[src/sv/scp_pkg.sv]
// scp_pkg: event codes, character constants, field widths and the number
// decoder shared by the serial command parser.
// No dependencies.
`timescale 1ns / 1ps

package scp_pkg;

	localparam int unsigned EVENT_W = 3;
	localparam int unsigned TIME_W  = 12;
	localparam int unsigned BRIGHT_W = 7;
	localparam int unsigned NUM_W   = 14;

	typedef enum logic [EVENT_W-1:0] {
		EV_NONE        = 3'd0,
		EV_CLEAR       = 3'd1,
		EV_HELP        = 3'd2,
		EV_PHRASE_DONE = 3'd3,
		EV_TIME_SET    = 3'd4,
		EV_TIME_ERR    = 3'd5,
		EV_BRIGHT_SET  = 3'd6,
		EV_BRIGHT_ERR  = 3'd7
	} event_t;

	localparam logic [7:0] CH_CR         = 8'h0D;
	localparam logic [7:0] CH_SPACE      = 8'h20;
	localparam logic [7:0] CH_SPACE_CODE = 8'h40;
	localparam logic [7:0] CH_DASH       = 8'h2D;
	localparam logic [7:0] CH_PLUS       = 8'h2B;
	localparam logic [7:0] CH_C          = 8'h43;
	localparam logic [7:0] CH_H          = 8'h48;
	localparam logic [7:0] CH_W          = 8'h57;
	localparam logic [7:0] CH_T          = 8'h54;
	localparam logic [7:0] CH_B          = 8'h42;

	localparam logic [2:0] TIME_CAP   = 3'd4;
	localparam logic [1:0] BRIGHT_CAP = 2'd3;

	localparam logic [TIME_W-1:0]   TIME_RST   = 12'd1000;
	localparam logic [BRIGHT_W-1:0] BRIGHT_RST = 7'd50;
	localparam logic [NUM_W-1:0]    TIME_MIN   = 14'd10;
	localparam logic [NUM_W-1:0]    TIME_MAX   = 14'd4000;
	localparam logic [NUM_W-1:0]    BRIGHT_MIN = 14'd14;
	localparam logic [NUM_W-1:0]    BRIGHT_MAX = 14'd100;

	typedef struct packed {
		logic             neg;
		logic [NUM_W-1:0] val;
	} num_t;

	// atoi-style decode of up to four buffered characters
	function automatic num_t decode_num(input logic [3:0][7:0] chars,
	                                    input logic [2:0] n);
		num_t       r;
		logic       started;
		logic       stop;
		logic [7:0] c;
		r       = '0;
		started = 1'b0;
		stop    = 1'b0;
		for (int i = 0; i < 4; i++) begin
			c = chars[i];
			if (!stop && (3'(i) < n)) begin
				if (c >= 8'h30 && c <= 8'h39) begin
					r.val   = NUM_W'(r.val * NUM_W'(10)) + NUM_W'(c - 8'h30);
					started = 1'b1;
				end else if (!started && c >= 8'h09 && c <= 8'h0C) begin
					started = 1'b0;
				end else if (!started && (c == CH_PLUS || c == CH_DASH)) begin
					r.neg   = (c == CH_DASH);
					started = 1'b1;
				end else begin
					stop = 1'b1;
				end
			end
		end
		return r;
	endfunction

endpackage

[src/sv/serial_command_parser_unit.sv]
// serial_command_parser_unit: parses received serial bytes into clear, help,
// phrase-store, display time and brightness commands.
// Depends on scp_pkg.
`timescale 1ns / 1ps

//  channel | signals                         | dir | transaction
//  --------+---------------------------------+-----+------------------------------
//  in      | in_valid, in_ready, rx_byte     | in  | one received byte
//  out     | out_valid, out_ready, event_res,| out | one result per byte
//          | phrase_wr_*, phrase_length,     |     |
//          | display_time_ms, brightness_pct |     |
//
// Input to result: byte register, then parse logic into the result register.
// One byte per cycle sustained while no result stalls; parse state updates
// as a byte moves into the result register. A stalled result holds the byte
// register, which stalls the input. Reset clears all control state and
// restores phrase length 1, time 1000 ms, brightness 50 percent.

module serial_command_parser_unit #(
	parameter int unsigned PHRASE_DEPTH = 64,
	localparam int unsigned IDX_W = $clog2(PHRASE_DEPTH),
	localparam int unsigned LEN_W = $clog2(PHRASE_DEPTH + 1)
) (
	input  logic                          clk,
	input  logic                          arst_n,
	input  logic                          in_valid,
	output logic                          in_ready,
	input  logic [7:0]                    rx_byte,
	output logic                          out_valid,
	input  logic                          out_ready,
	output logic [scp_pkg::EVENT_W-1:0]   event_res,
	output logic                          phrase_wr_en,
	output logic [IDX_W-1:0]              phrase_wr_index,
	output logic [7:0]                    phrase_wr_char,
	output logic [LEN_W-1:0]              phrase_length,
	output logic [scp_pkg::TIME_W-1:0]    display_time_ms,
	output logic [scp_pkg::BRIGHT_W-1:0]  brightness_pct
);

	logic       valid_s1;
	logic [7:0] rx_byte_s1;
	logic       adv;

	logic                          valid_s2;
	scp_pkg::event_t               event_s2;
	logic                          wr_en_s2;
	logic [IDX_W-1:0]              wr_index_s2;
	logic [7:0]                    wr_char_s2;
	logic [LEN_W-1:0]              length_s2;
	logic [scp_pkg::TIME_W-1:0]    time_s2;
	logic [scp_pkg::BRIGHT_W-1:0]  bright_s2;

	logic                          command_armed_q;
	logic                          phrase_entry_q;
	logic                          time_entry_q;
	logic                          bright_entry_q;
	logic [LEN_W-1:0]              phrase_end_q;
	logic [2:0]                    time_count_q;
	logic [1:0]                    bright_count_q;
	logic [scp_pkg::TIME_W-1:0]    time_value_q;
	logic [scp_pkg::BRIGHT_W-1:0]  bright_value_q;
	logic [7:0]                    time_chars_q [4];
	logic [7:0]                    bright_chars_q [3];

	logic                          command_armed_n;
	logic                          phrase_entry_n;
	logic                          time_entry_n;
	logic                          bright_entry_n;
	logic [LEN_W-1:0]              phrase_end_n;
	logic [2:0]                    time_count_n;
	logic [1:0]                    bright_count_n;
	logic [scp_pkg::TIME_W-1:0]    time_value_n;
	logic [scp_pkg::BRIGHT_W-1:0]  bright_value_n;
	logic                          time_wr;
	logic                          bright_wr;
	scp_pkg::event_t               ev;
	logic                          wen;
	logic [IDX_W-1:0]              widx;
	logic [7:0]                    wch;
	logic [7:0]                    b;
	logic                          done;
	scp_pkg::num_t                 time_num;
	scp_pkg::num_t                 bright_num;

	assign adv      = !valid_s2 || out_ready;
	assign in_ready = !valid_s1 || adv;

	always_ff @(posedge clk or negedge arst_n) begin
		if (!arst_n) begin
			valid_s1 <= 1'b0;
		end else if (in_ready) begin
			valid_s1 <= in_valid;
		end
	end

	always_ff @(posedge clk) begin
		if (in_valid && in_ready) begin
			rx_byte_s1 <= rx_byte;
		end
	end

	assign time_num = scp_pkg::decode_num({time_chars_q[3], time_chars_q[2],
		time_chars_q[1], time_chars_q[0]}, time_count_q);
	assign bright_num = scp_pkg::decode_num({8'h00, bright_chars_q[2],
		bright_chars_q[1], bright_chars_q[0]}, {1'b0, bright_count_q});

	always_comb begin
		b = (rx_byte_s1 == scp_pkg::CH_SPACE) ? scp_pkg::CH_SPACE_CODE : rx_byte_s1;
		command_armed_n = command_armed_q || (b == scp_pkg::CH_DASH);
		phrase_entry_n  = phrase_entry_q;
		time_entry_n    = time_entry_q;
		bright_entry_n  = bright_entry_q;
		phrase_end_n    = phrase_end_q;
		time_count_n    = time_count_q;
		bright_count_n  = bright_count_q;
		time_value_n    = time_value_q;
		bright_value_n  = bright_value_q;
		time_wr         = 1'b0;
		bright_wr       = 1'b0;
		ev              = scp_pkg::EV_NONE;
		wen             = 1'b0;
		widx            = '0;
		wch             = '0;
		done            = 1'b0;

		if (command_armed_n) begin
			case (b)
				scp_pkg::CH_C: begin
					phrase_end_n = LEN_W'(1);
					ev           = scp_pkg::EV_CLEAR;
					done         = 1'b1;
				end
				scp_pkg::CH_H: begin
					ev   = scp_pkg::EV_HELP;
					done = 1'b1;
				end
				scp_pkg::CH_W: begin
					phrase_entry_n  = 1'b1;
					phrase_end_n    = LEN_W'(1);
					command_armed_n = 1'b0;
					done            = 1'b1;
				end
				scp_pkg::CH_T: begin
					time_entry_n    = 1'b1;
					time_count_n    = '0;
					command_armed_n = 1'b0;
					done            = 1'b1;
				end
				scp_pkg::CH_B: begin
					bright_entry_n  = 1'b1;
					bright_count_n  = '0;
					command_armed_n = 1'b0;
					done            = 1'b1;
				end
				default: begin
					done = 1'b0;
				end
			endcase
		end

		if (!done && phrase_entry_q) begin
			if (b == scp_pkg::CH_SPACE_CODE && phrase_end_q == LEN_W'(1)) begin
				done = 1'b1;
			end else if (b == scp_pkg::CH_CR) begin
				phrase_entry_n = 1'b0;
				ev             = scp_pkg::EV_PHRASE_DONE;
				done           = 1'b1;
			end else if (phrase_end_q < LEN_W'(PHRASE_DEPTH)) begin
				wen          = 1'b1;
				widx         = phrase_end_q[IDX_W-1:0];
				wch          = (b >= 8'h61 && b <= 8'h7A) ? (b - 8'h20) : b;
				phrase_end_n = phrase_end_q + LEN_W'(1);
			end
		end

		if (!done && time_entry_q) begin
			if (b == scp_pkg::CH_SPACE_CODE) begin
				done = 1'b1;
			end else if (b == scp_pkg::CH_CR) begin
				if (!time_num.neg && time_num.val >= scp_pkg::TIME_MIN &&
						time_num.val <= scp_pkg::TIME_MAX) begin
					time_value_n = time_num.val[scp_pkg::TIME_W-1:0];
					ev           = scp_pkg::EV_TIME_SET;
				end else begin
					ev = scp_pkg::EV_TIME_ERR;
				end
				time_entry_n = 1'b0;
				done         = 1'b1;
			end else if (time_count_q < scp_pkg::TIME_CAP) begin
				time_wr      = 1'b1;
				time_count_n = time_count_q + 3'd1;
			end
		end

		if (!done && bright_entry_q) begin
			if (b == scp_pkg::CH_SPACE_CODE) begin
				done = 1'b1;
			end else if (b == scp_pkg::CH_CR) begin
				if (!bright_num.neg && bright_num.val >= scp_pkg::BRIGHT_MIN &&
						bright_num.val <= scp_pkg::BRIGHT_MAX) begin
					bright_value_n = bright_num.val[scp_pkg::BRIGHT_W-1:0];
					ev             = scp_pkg::EV_BRIGHT_SET;
				end else begin
					ev = scp_pkg::EV_BRIGHT_ERR;
				end
				bright_entry_n = 1'b0;
				done           = 1'b1;
			end else if (bright_count_q < scp_pkg::BRIGHT_CAP) begin
				bright_wr      = 1'b1;
				bright_count_n = bright_count_q + 2'd1;
			end
		end
	end

	always_ff @(posedge clk or negedge arst_n) begin
		if (!arst_n) begin
			command_armed_q <= 1'b0;
			phrase_entry_q  <= 1'b0;
			time_entry_q    <= 1'b0;
			bright_entry_q  <= 1'b0;
			phrase_end_q    <= LEN_W'(1);
			time_count_q    <= '0;
			bright_count_q  <= '0;
			time_value_q    <= scp_pkg::TIME_RST;
			bright_value_q  <= scp_pkg::BRIGHT_RST;
		end else if (valid_s1 && adv) begin
			command_armed_q <= command_armed_n;
			phrase_entry_q  <= phrase_entry_n;
			time_entry_q    <= time_entry_n;
			bright_entry_q  <= bright_entry_n;
			phrase_end_q    <= phrase_end_n;
			time_count_q    <= time_count_n;
			bright_count_q  <= bright_count_n;
			time_value_q    <= time_value_n;
			bright_value_q  <= bright_value_n;
		end
	end

	// entry buffers: only entries below the count are ever read
	always_ff @(posedge clk) begin
		if (valid_s1 && adv && time_wr) begin
			time_chars_q[time_count_q[1:0]] <= b;
		end
		if (valid_s1 && adv && bright_wr) begin
			bright_chars_q[bright_count_q] <= b;
		end
	end

	always_ff @(posedge clk or negedge arst_n) begin
		if (!arst_n) begin
			valid_s2 <= 1'b0;
		end else if (adv) begin
			valid_s2 <= valid_s1;
		end
	end

	always_ff @(posedge clk) begin
		if (valid_s1 && adv) begin
			event_s2    <= ev;
			wr_en_s2    <= wen;
			wr_index_s2 <= widx;
			wr_char_s2  <= wch;
			length_s2   <= phrase_end_n;
			time_s2     <= time_value_n;
			bright_s2   <= bright_value_n;
		end
	end

	assign out_valid       = valid_s2;
	assign event_res       = event_s2;
	assign phrase_wr_en    = wr_en_s2;
	assign phrase_wr_index = wr_index_s2;
	assign phrase_wr_char  = wr_char_s2;
	assign phrase_length   = length_s2;
	assign display_time_ms = time_s2;
	assign brightness_pct  = bright_s2;

endmodule
[config.mk]
export PLATFORM = sky130hd
export DESIGN_NAME = serial_command_parser_unit
export DESIGN_NICKNAME = d
export VERILOG_FILES = /design/src/sv/scp_pkg.sv /design/src/sv/serial_command_parser_unit.sv
export SDC_FILE = /design/constraint.sdc
export NUM_CORES = 1
export LEC_CHECK = 0
export ABC_AREA = 0
export BUFFER_PORTS_ARGS = -buffer_cell sky130_fd_sc_hd__clkbuf_2
export CAP_MARGIN = 20
export CORE_UTILIZATION = 45
export CTS_CLUSTER_DIAMETER = 120
export CTS_CLUSTER_SIZE = 12
export DETAILED_ROUTE_END_ITERATION = 10
export GPL_ROUTABILITY_DRIVEN = 0
export PLACE_DENSITY = 0.66
export SLEW_MARGIN = 20
export SYNTH_ARGS = -nofsm -noshare
export SYNTH_HDL_FRONTEND = slang
export SYNTH_SLANG_ARGS = --single-unit
[constraint.sdc]
create_clock -name clk -period 11.52 [get_ports clk]
set_clock_uncertainty 0.05 [all_clocks]
set_input_delay 1.728 -clock clk [delete_from_list [all_inputs] [get_ports clk]]
set_output_delay 1.728 -clock clk [all_outputs]
set_load 0.03 [all_outputs]
Yosys cells after proc, flatten, opt, wreduce, memory -nomap -nowiden. Memories as Yosys holds them, arrays and structs flattened. Index checks and enable logic that the tools add are counted.

Memories: 2. Output and inout bits: 46. Word-level logic and storage cells: 340. Register bits: 89. Bits in writable memories: 56. Input bits: 12.

Memory list: time_chars_q (words 4, width 8, rd ports 4, clocked after Yosys merged registers in 0, wr ports 1, line serial_command_parser_unit.sv:62) `logic [7:0] time_chars_q [4];`; bright_chars_q (words 3, width 8, rd ports 3, clocked after Yosys merged registers in 0, wr ports 1, line serial_command_parser_unit.sv:63) `logic [7:0] bright_chars_q [3];`.

Eq/ne operators: 24. Order comparisons: 44. Multipliers: 5. $add $sub $neg: 16. Multiplexer cells: 154. Bitwise operators: 2. Reduce and logical (&&, ||, !) cells: 74.

Operators with widths (count): == test 8 x 6 -> 1 bit, second input constant (16); 2-to-1 mux 15 bit (7); 2-to-1 mux 1 bit (101); 2-to-1 mux 14 bit (7); adder 14 bit (5); multiplier 14 x 3 -> 13 bit, second input constant (5); 2-to-1 mux 7 bit (10); subtractor 8 x 6 -> 9 bit, second input constant (7); >= comparator 8 x 4 -> 1 bit, second input constant (7); >= comparator 8 x 6 -> 1 bit, second input constant (7); <= comparator 8 x 4 -> 1 bit, second input constant (7); <= comparator 8 x 6 -> 1 bit, second input constant (7); == test 8 x 7 -> 1 bit, second input constant (6); 2-to-1 mux 12 bit (4); 2-to-1 mux 3 bit (15); logical AND 1 bit (42); >= comparator 14 x 4 -> 1 bit, second input constant (2); logical NOT 1 bit (17); 2-to-1 mux 8 bit (2); <= comparator 14 x 12 -> 1 bit, second input constant (1); <= comparator 14 x 7 -> 1 bit, second input constant (1); 2-to-1 mux 2 bit (7); logical OR 1 bit (10); == test 8 x 4 -> 1 bit, second input constant (1); 20 further kinds (25).

Logic depth before layout (Yosys ltp). Gate-level depths: netlist (run 1). An unclocked memory read counts as a cell.

Depth in word-level cells: 35. Mapped depth: 47.

Least setup slack after synthesis (run 1). OpenSTA, ideal clock, no wires.

Path type: register to register. Start point: memory time_chars_q[0][4]. End point: register time_s2, in the netlist display_time_ms[1] (data pin). Cell stages (with the launch flop): 41. Clock period less this slack: 9.318 ns. Data required time: 11.208 ns. Path slack: 2.202 ns. Library setup time: 0.262 ns. Arrival time: 9.006 ns. Buffers on the path: 1. Cells stage by stage: edfxtp_1 -> ha_1 -> o211ai_1 -> nand3_4 -> nor2_1 -> nand2_1 -> inv_1 -> ha_1 -> ha_1 -> inv_1 -> fa_1 -> inv_1 -> ha_1 -> a2111oi_0 -> o31ai_1 -> o21ai_0 -> xor2_1 -> o21ai_0 -> (+5 left out) -> a311oi_1 -> xnor2_1 -> nor3_1 -> a21oi_2 -> inv_1 -> ha_1 -> ha_1 -> a21oi_1 -> xnor2_1 -> ha_1 -> o41ai_1 -> xor2_1 -> xnor2_1 -> or3b_1 -> mux2_4 -> nor4_4 -> buf_6 -> mux2_1.

RTL lines: start: declaration (line serial_command_parser_unit.sv:62); end signal: assignment (line serial_command_parser_unit.sv:264) `time_s2 <= time_value_n;`; end: declaration (line serial_command_parser_unit.sv:50) `logic [scp_pkg::TIME_W-1:0] time_s2;`.

==> flow_summary.toml, run 1 <==
[run_status]
run_status = "finished clean"

[synth]
syn-cell-area_sq_um = 13700
synth_area_leaders = "edfxtp_1 24%, ha_1 16%, dfrtp_1 4.9%, xnor2_1 4.3%, nand2_1 2.7%"
synth-seq-cells = 145
synth_edf_count = 108
async_reset_ff_share_pct = 25.5
yosys-top-cells-count = "180 x ha_1, 108 x edfxtp_1, 100 x nand2_1, 93 x nor2_1, 87 x inv_1"
synth_largest_area_cell = "edfxtp_1"
synth_cell_types = 102
synthFlopType = "edfxtp_1"
synth_top_area_share_pct = 23.7
yosysSeqAreaShare_pct = 30.6
yosys_warnings = 0
synth.most_common_cell = "ha_1"
syn_inst = 1416
avgSynthCellArea_sq_um = 9.66
syn_nets = 1618

[drt]
wl_met3_um = 1230
drt.antenna.violating_nets = 0
met1Wirelength_um = 15100
topRoutingLayerUsed = "met4"
wl_per_cell_um = 17.2
avgViaCountPerCell = 5.79
vias = 10800
route.met2.wl_um = 15400
drtIter0Drc = 611
wirelength_um = 32300
firstDrtPassIters = 5
remaining_drc_errors = 0

[grt]
grt_pass1_wl_um = 52800
grt_pass1_vias = 10600
antenna_found_initial = 0
grt_max_degree = 38
grtUsageTotal_pct = 21.2
grt-ovfl-total = 0

[setup_path]
worstRegToRegCells = 37
cpPeakStageDelay_ns = 0.92
path_class = "reg -> reg"
worstSetupStartpointType = "flop"
cp.required_ns = 11.65
crit_top_cell = "ha_1"
slowest_stage = "nor4_4"
crit_buf_inv = 1
arrival_ns = 10.82
worstSetupEndpointType = "flop"
cp_max_fo = 12
critPathTopFamily = "adder cells"
critical_path_depth = 37

[power]
pwr-share-seq_pct = 45.5
power_density_nw_per_um2 = 92.7
switching_share_pct = 30.5
intPower_mw = 0.962
pwr-share-comb_pct = 16.3
vdd_drop_max_mv = 0.101
power_frac_clock_pct = 38.2
p_leak_nw = 6.90
p_sw_mw = 0.422

[sta]
hold_ws_ns = 0.442
tightest_slew_ns = 1.07
rsz0062_at_grt = "no"
period_share_pct = 92.8
min_period_ns = 10.69
fmax_mhz = 93.6
fin_setup_tns_ns = 0
setup_viol = 0
fin_ws_ns = 0.834
drv_slew = 0
max_slew_margin_pct = 27.8
hold_viol = 0

[floorplanning]
die_h_um = 176
die_w_um = 176
core_sq_um = 29800
start_util_pct = 45.9
rows = 63
ios = 58
die-area_sq_um = 31100

[hold_path]
hold_depth = 2
hold_class = "reg -> reg"

[cts]
worstSkewPairLatency_ns = 0.43
cts_root_buffer = "clkbuf_16"
cts.clk_slew.worst_paths_ns = 0.07
clock_path_buffers = 2
cts_resized = 0
cts_setup_buffers = 0
cts_max_level = 4
cts_made_buffers = 17
clkSinkCount = 145
cts_tree = "yes"
cts_hold_buf = 0

[layout]
finalNetCount = 1673
seqCellArea_sq_um = 4180
syn2layout_area_growth_pct = 9.09
multi_input_area_sq_um = 9030
n_antenna_cell = 0
drive_above_1_share_pct = 12.9
nFillCells = 2781

[run]
drv_cap = 0

[place]
numPortBuffers = 57
place_ws_ns = 0.933
place_hpwl_um = 25200
tightest hold or removal path, stage by stage, from the launching register on:
cell and delay [ns]:
dfstp_2 0.36, inv_1 0.06, mux2i_1 0.07
metrics by stage:
stage	total power [mW]	util (%)	cells	cell area, sq um
final	1.38	50.1	1874	14900
after detailed placement	0.864	48.2	1842	14400
after CTS	1.39	50.1	1874	14900
after floorplan	0.800	-	1416	13700
after global routing	1.44	50.1	1874	14900
after global placement	0.860	48.2	1842	14400
power by group through the flow:
stage                     combinational [mW]  clock (mW)  sequential, mW
after CTS                              0.225       0.536           0.630
after floorplan                        0.155           0           0.645
final                                  0.225       0.529           0.630
after detailed placement               0.224           0           0.640
after global placement                 0.220           0           0.640
after global routing                   0.249       0.561           0.634
layout make-up:
type	instances	share of cell area, %
tap	390	3.27
clock inverter	14	0.939
sequential	145	28.0
inverter	88	2.21
clock buffer	18	2.88
multi-input combinational	1156	60.5
timing repair buffer	63	2.21
registers in the layout, indices dropped and copies added (netlist names), 2 cells and up:
| signal | cells |
|---|---|
| time_chars_q | 32 |
| bright_chars_q | 24 |
| display_time_ms | 12 |
| time_value_q | 12 |
| phrase_wr_char | 8 |
| rx_byte_s1 | 8 |
| bright_value_q | 7 |
| brightness_pct | 7 |
| phrase_end_q | 7 |
| phrase_length | 7 |
| phrase_wr_index | 6 |
| event_res | 3 |
| time_count_q | 3 |
| bright_count_q | 2 |
per-layer routing:
metal	global-route usage, %	vias to the layer above
met2	36.6	234
met5	0	-
met4	6.32	0
met3	3.45	49
met1	27.1	5187
li1	-	5375
placed cells by master (no fill, tap or decap), types with 17 or more instances in the layout:
master / count
nor3_1: 48
nor2_1: 93
clkbuf_16: 17
dfrtp_1: 27
xor2_1: 39
clkbuf_2: 57
a21o_1: 39
o21ai_0: 70
a21oi_1: 71
edfxtp_1: 108
inv_1: 86
nand2b_1: 20
nand2_1: 100
mux2i_1: 23
mux2_2: 33
nand3_1: 31
ha_1: 180
and2_1: 35
xnor2_1: 67
cells by family after synthesis:
group	count (synthesis)	synth area share [%]
flops	145	30.6
simple gates	449	17.4
fa+ha+maj	190	17.9
compound gates	332	16.9
buf+inv	115	3.50
mux	77	6.54
xor+xnor	108	7.11
path summary, 6_finish.rpt:
kind | from | end | slack, ns
setup / recovery | time_chars_q[0][4]$_DFFE_PP_ | display_time_ms[0]$_DFFE_PP_ | 0.83
hold / removal | time_value_q[7]$_DFFE_PN1P_ | time_value_q[7]$_DFFE_PN1P_ | 0.44
hold reg to reg | time_value_q[7]$_DFFE_PN1P_ | time_value_q[7]$_DFFE_PN1P_ | 0.44
min in group asynchronous | arst_n | time_value_q[11]$_DFFE_PN0P_ | 1.30
max in group asynchronous | arst_n | bright_value_q[4]$_DFFE_PN1P_ | 9.71
setup reg to reg | time_chars_q[0][4]$_DFFE_PP_ | display_time_ms[0]$_DFFE_PP_ | 0.83
Power figures use the tool's default switching activity.
==> inputs of run 2 (changes only) <==
--- a/config.mk
+++ b/config.mk
@@ -6,14 +6,17 @@
 export NUM_CORES = 1
 export LEC_CHECK = 0
 export ABC_AREA = 0
-export BUFFER_PORTS_ARGS = -buffer_cell sky130_fd_sc_hd__clkbuf_2
+export BUFFER_PORTS_ARGS = -buffer_cell sky130_fd_sc_hd__buf_2
 export CAP_MARGIN = 20
-export CORE_UTILIZATION = 45
+export CELL_PAD_IN_SITES_DETAIL_PLACEMENT = 1
+export CELL_PAD_IN_SITES_GLOBAL_PLACEMENT = 2
+export CORE_UTILIZATION = 41
 export CTS_CLUSTER_DIAMETER = 120
 export CTS_CLUSTER_SIZE = 12
 export DETAILED_ROUTE_END_ITERATION = 10
 export GPL_ROUTABILITY_DRIVEN = 0
-export PLACE_DENSITY = 0.66
+export PLACE_DENSITY = 0.86
+export RECOVER_POWER = 25
 export SLEW_MARGIN = 20
 export SYNTH_ARGS = -nofsm -noshare
 export SYNTH_HDL_FRONTEND = slang
==> flow_summary.toml, run 2 (synthesis results as in run 1) <==
[run_status]
run_status = "finished, violations left"
violations = "max-capacitance violations, max-slew violations"

[setup_path]
slowest_stage = "edfxtp_1"
crit_top_cell = "ha_1"
cpPeakStageDelay_ns = 0.47
path_class = "reg -> reg"
cp.required_ns = 11.64
cp_max_fo = 12
worstSetupStartpointType = "flop"
arrival_ns = 10.61
worstSetupEndpointType = "flop"
worstRegToRegCells = 44

[layout]
n_antenna_cell = 0
instances_no_fill = 1928
layout_common_cells = "180 x ha_1, 108 x edfxtp_1, 100 x nand2_1"
finalInstanceArea_sq_um = 15000
drive_above_1_share_pct = 12.7
finalNetCount = 1675
largest_register_ff_count = 32
syn2layout_area_growth_pct = 9.83
final_common_cell = "ha_1"
fin_util_pct = 46.0
nFillCells = 3775

[run]
drv_cap = 1

[sta]
setup_viol = 0
fmax_mhz = 95.3
fin_setup_tns_ns = 0
fin_ws_ns = 1.03
tightest_slew_ns = 2.20
max_slew_margin_pct = -46.5
drv_slew = 38
period_share_pct = 91.1
min_period_ns = 10.49
hold_ws_ns = 0.433
rsz0062_at_grt = "no"
hold_viol = 0

[cts]
cts_hold_buf = 0
clock_path_buffers = 2
cts_tree = "yes"
worstSkewPairLatency_ns = 0.43
cts_made_buffers = 17
cts_setup_buffers = 0
cts_root_buffer = "clkbuf_16"
cts_resized = 0
cts_max_level = 4
clkSinkCount = 145
cts.clk_slew.worst_paths_ns = 0.06

[place]
numPortBuffers = 57
place_ws_ns = 1.12
dp_cells = 1895
place_hpwl_um = 29600
placed_area_sq_um = 14400

[floorplanning]
core_sq_um = 32700
ios = 58
rows = 66
die_w_um = 185
die_h_um = 185
die-area_sq_um = 34100
start_util_pct = 41.8

[hold_path]
hold_depth = 1
hold_class = "reg -> reg"

[grt]
grtUsageTotal_pct = 22.8
grt_pass1_vias = 11600
grt-ovfl-total = 0
antenna_found_initial = 0
grt_pass1_wl_um = 61100
grt_max_degree = 38

[power]
p_leak_nw = 6.91
vdd_drop_max_mv = 0.103
total_power_mw = 1.43
power_density_nw_per_um2 = 95.0

[drt]
drt.antenna.violating_nets = 0
vias = 11100
wirelength_um = 37700
remaining_drc_errors = 0
wl_per_cell_um = 19.6
avgViaCountPerCell = 5.77
drtIter0Drc = 527
firstDrtPassIters = 5
[run 2: layout make-up]
| type | instances | area (sq um) | share of cell area [%] |
|---|---|---|---|
| multi-input cells | 1156 | 9020 | 60.0 |
| flip-flops and latches | 145 | 4180 | 27.8 |
| well taps | 442 | 553 | 3.68 |
| clock buffers | 22 | 464 | 3.09 |
| repair buffers | 65 | 342 | 2.27 |
| inverters | 88 | 330 | 2.20 |
| clock inverters | 10 | 135 | 0.899 |
[run 2: routing by layer]
layer / share of wire, % / wire length [um] / global-route usage (%) / up-vias
met5: 0 / 0 / 0 / -
met4: 1.4 / 537 / 5.26 / 0
met3: 2.8 / 1050 / 2.41 / 35
met2: 49 / 18500 / 39.7 / 166
li1: - / - / - / 5378
met1: 47 / 17600 / 30.1 / 5545
[run 2: worst paths after layout]
path / slack (ns) / startpoint / endpoint
max: 1.03 / time_chars_q[0][4]$_DFFE_PP_ / display_time_ms[1]$_DFFE_PP_
min: 0.43 / time_value_q[1]$_DFFE_PN0P_ / time_value_q[1]$_DFFE_PN0P_
max reg2reg: 1.03 / time_chars_q[0][4]$_DFFE_PP_ / display_time_ms[1]$_DFFE_PP_
min reg2reg: 0.43 / time_value_q[1]$_DFFE_PN0P_ / time_value_q[1]$_DFFE_PN0P_
max in group asynchronous: 8.26 / arst_n / bright_count_q[1]$_DFFE_PN0P_
min in group asynchronous: 1.90 / arst_n / time_value_q[1]$_DFFE_PN0P_
[run 2: worst max-delay path: cells and delay by family, from the launching register on]
family / cells / cell delay, ns
AOI/OAI and AO/OA: 9 / 2.37
adders and majority gates: 11 / 3.32
xor gates and xnor gates: 6 / 0.87
buffers and inverters: 6 / 0.70
DFF: 1 / 0.47
and+or+nand+nor: 10 / 1.77
muxes: 2 / 0.69
[run 2: report_power, final]
| part | internal [mW] | switching (mW) | leakage, nW |
|---|---|---|---|
| logic | 0.0815 | 0.153 | 5.16 |
| clock network | 0.351 | 0.210 | 0.285 |
| registers | 0.594 | 0.0387 | 1.46 |
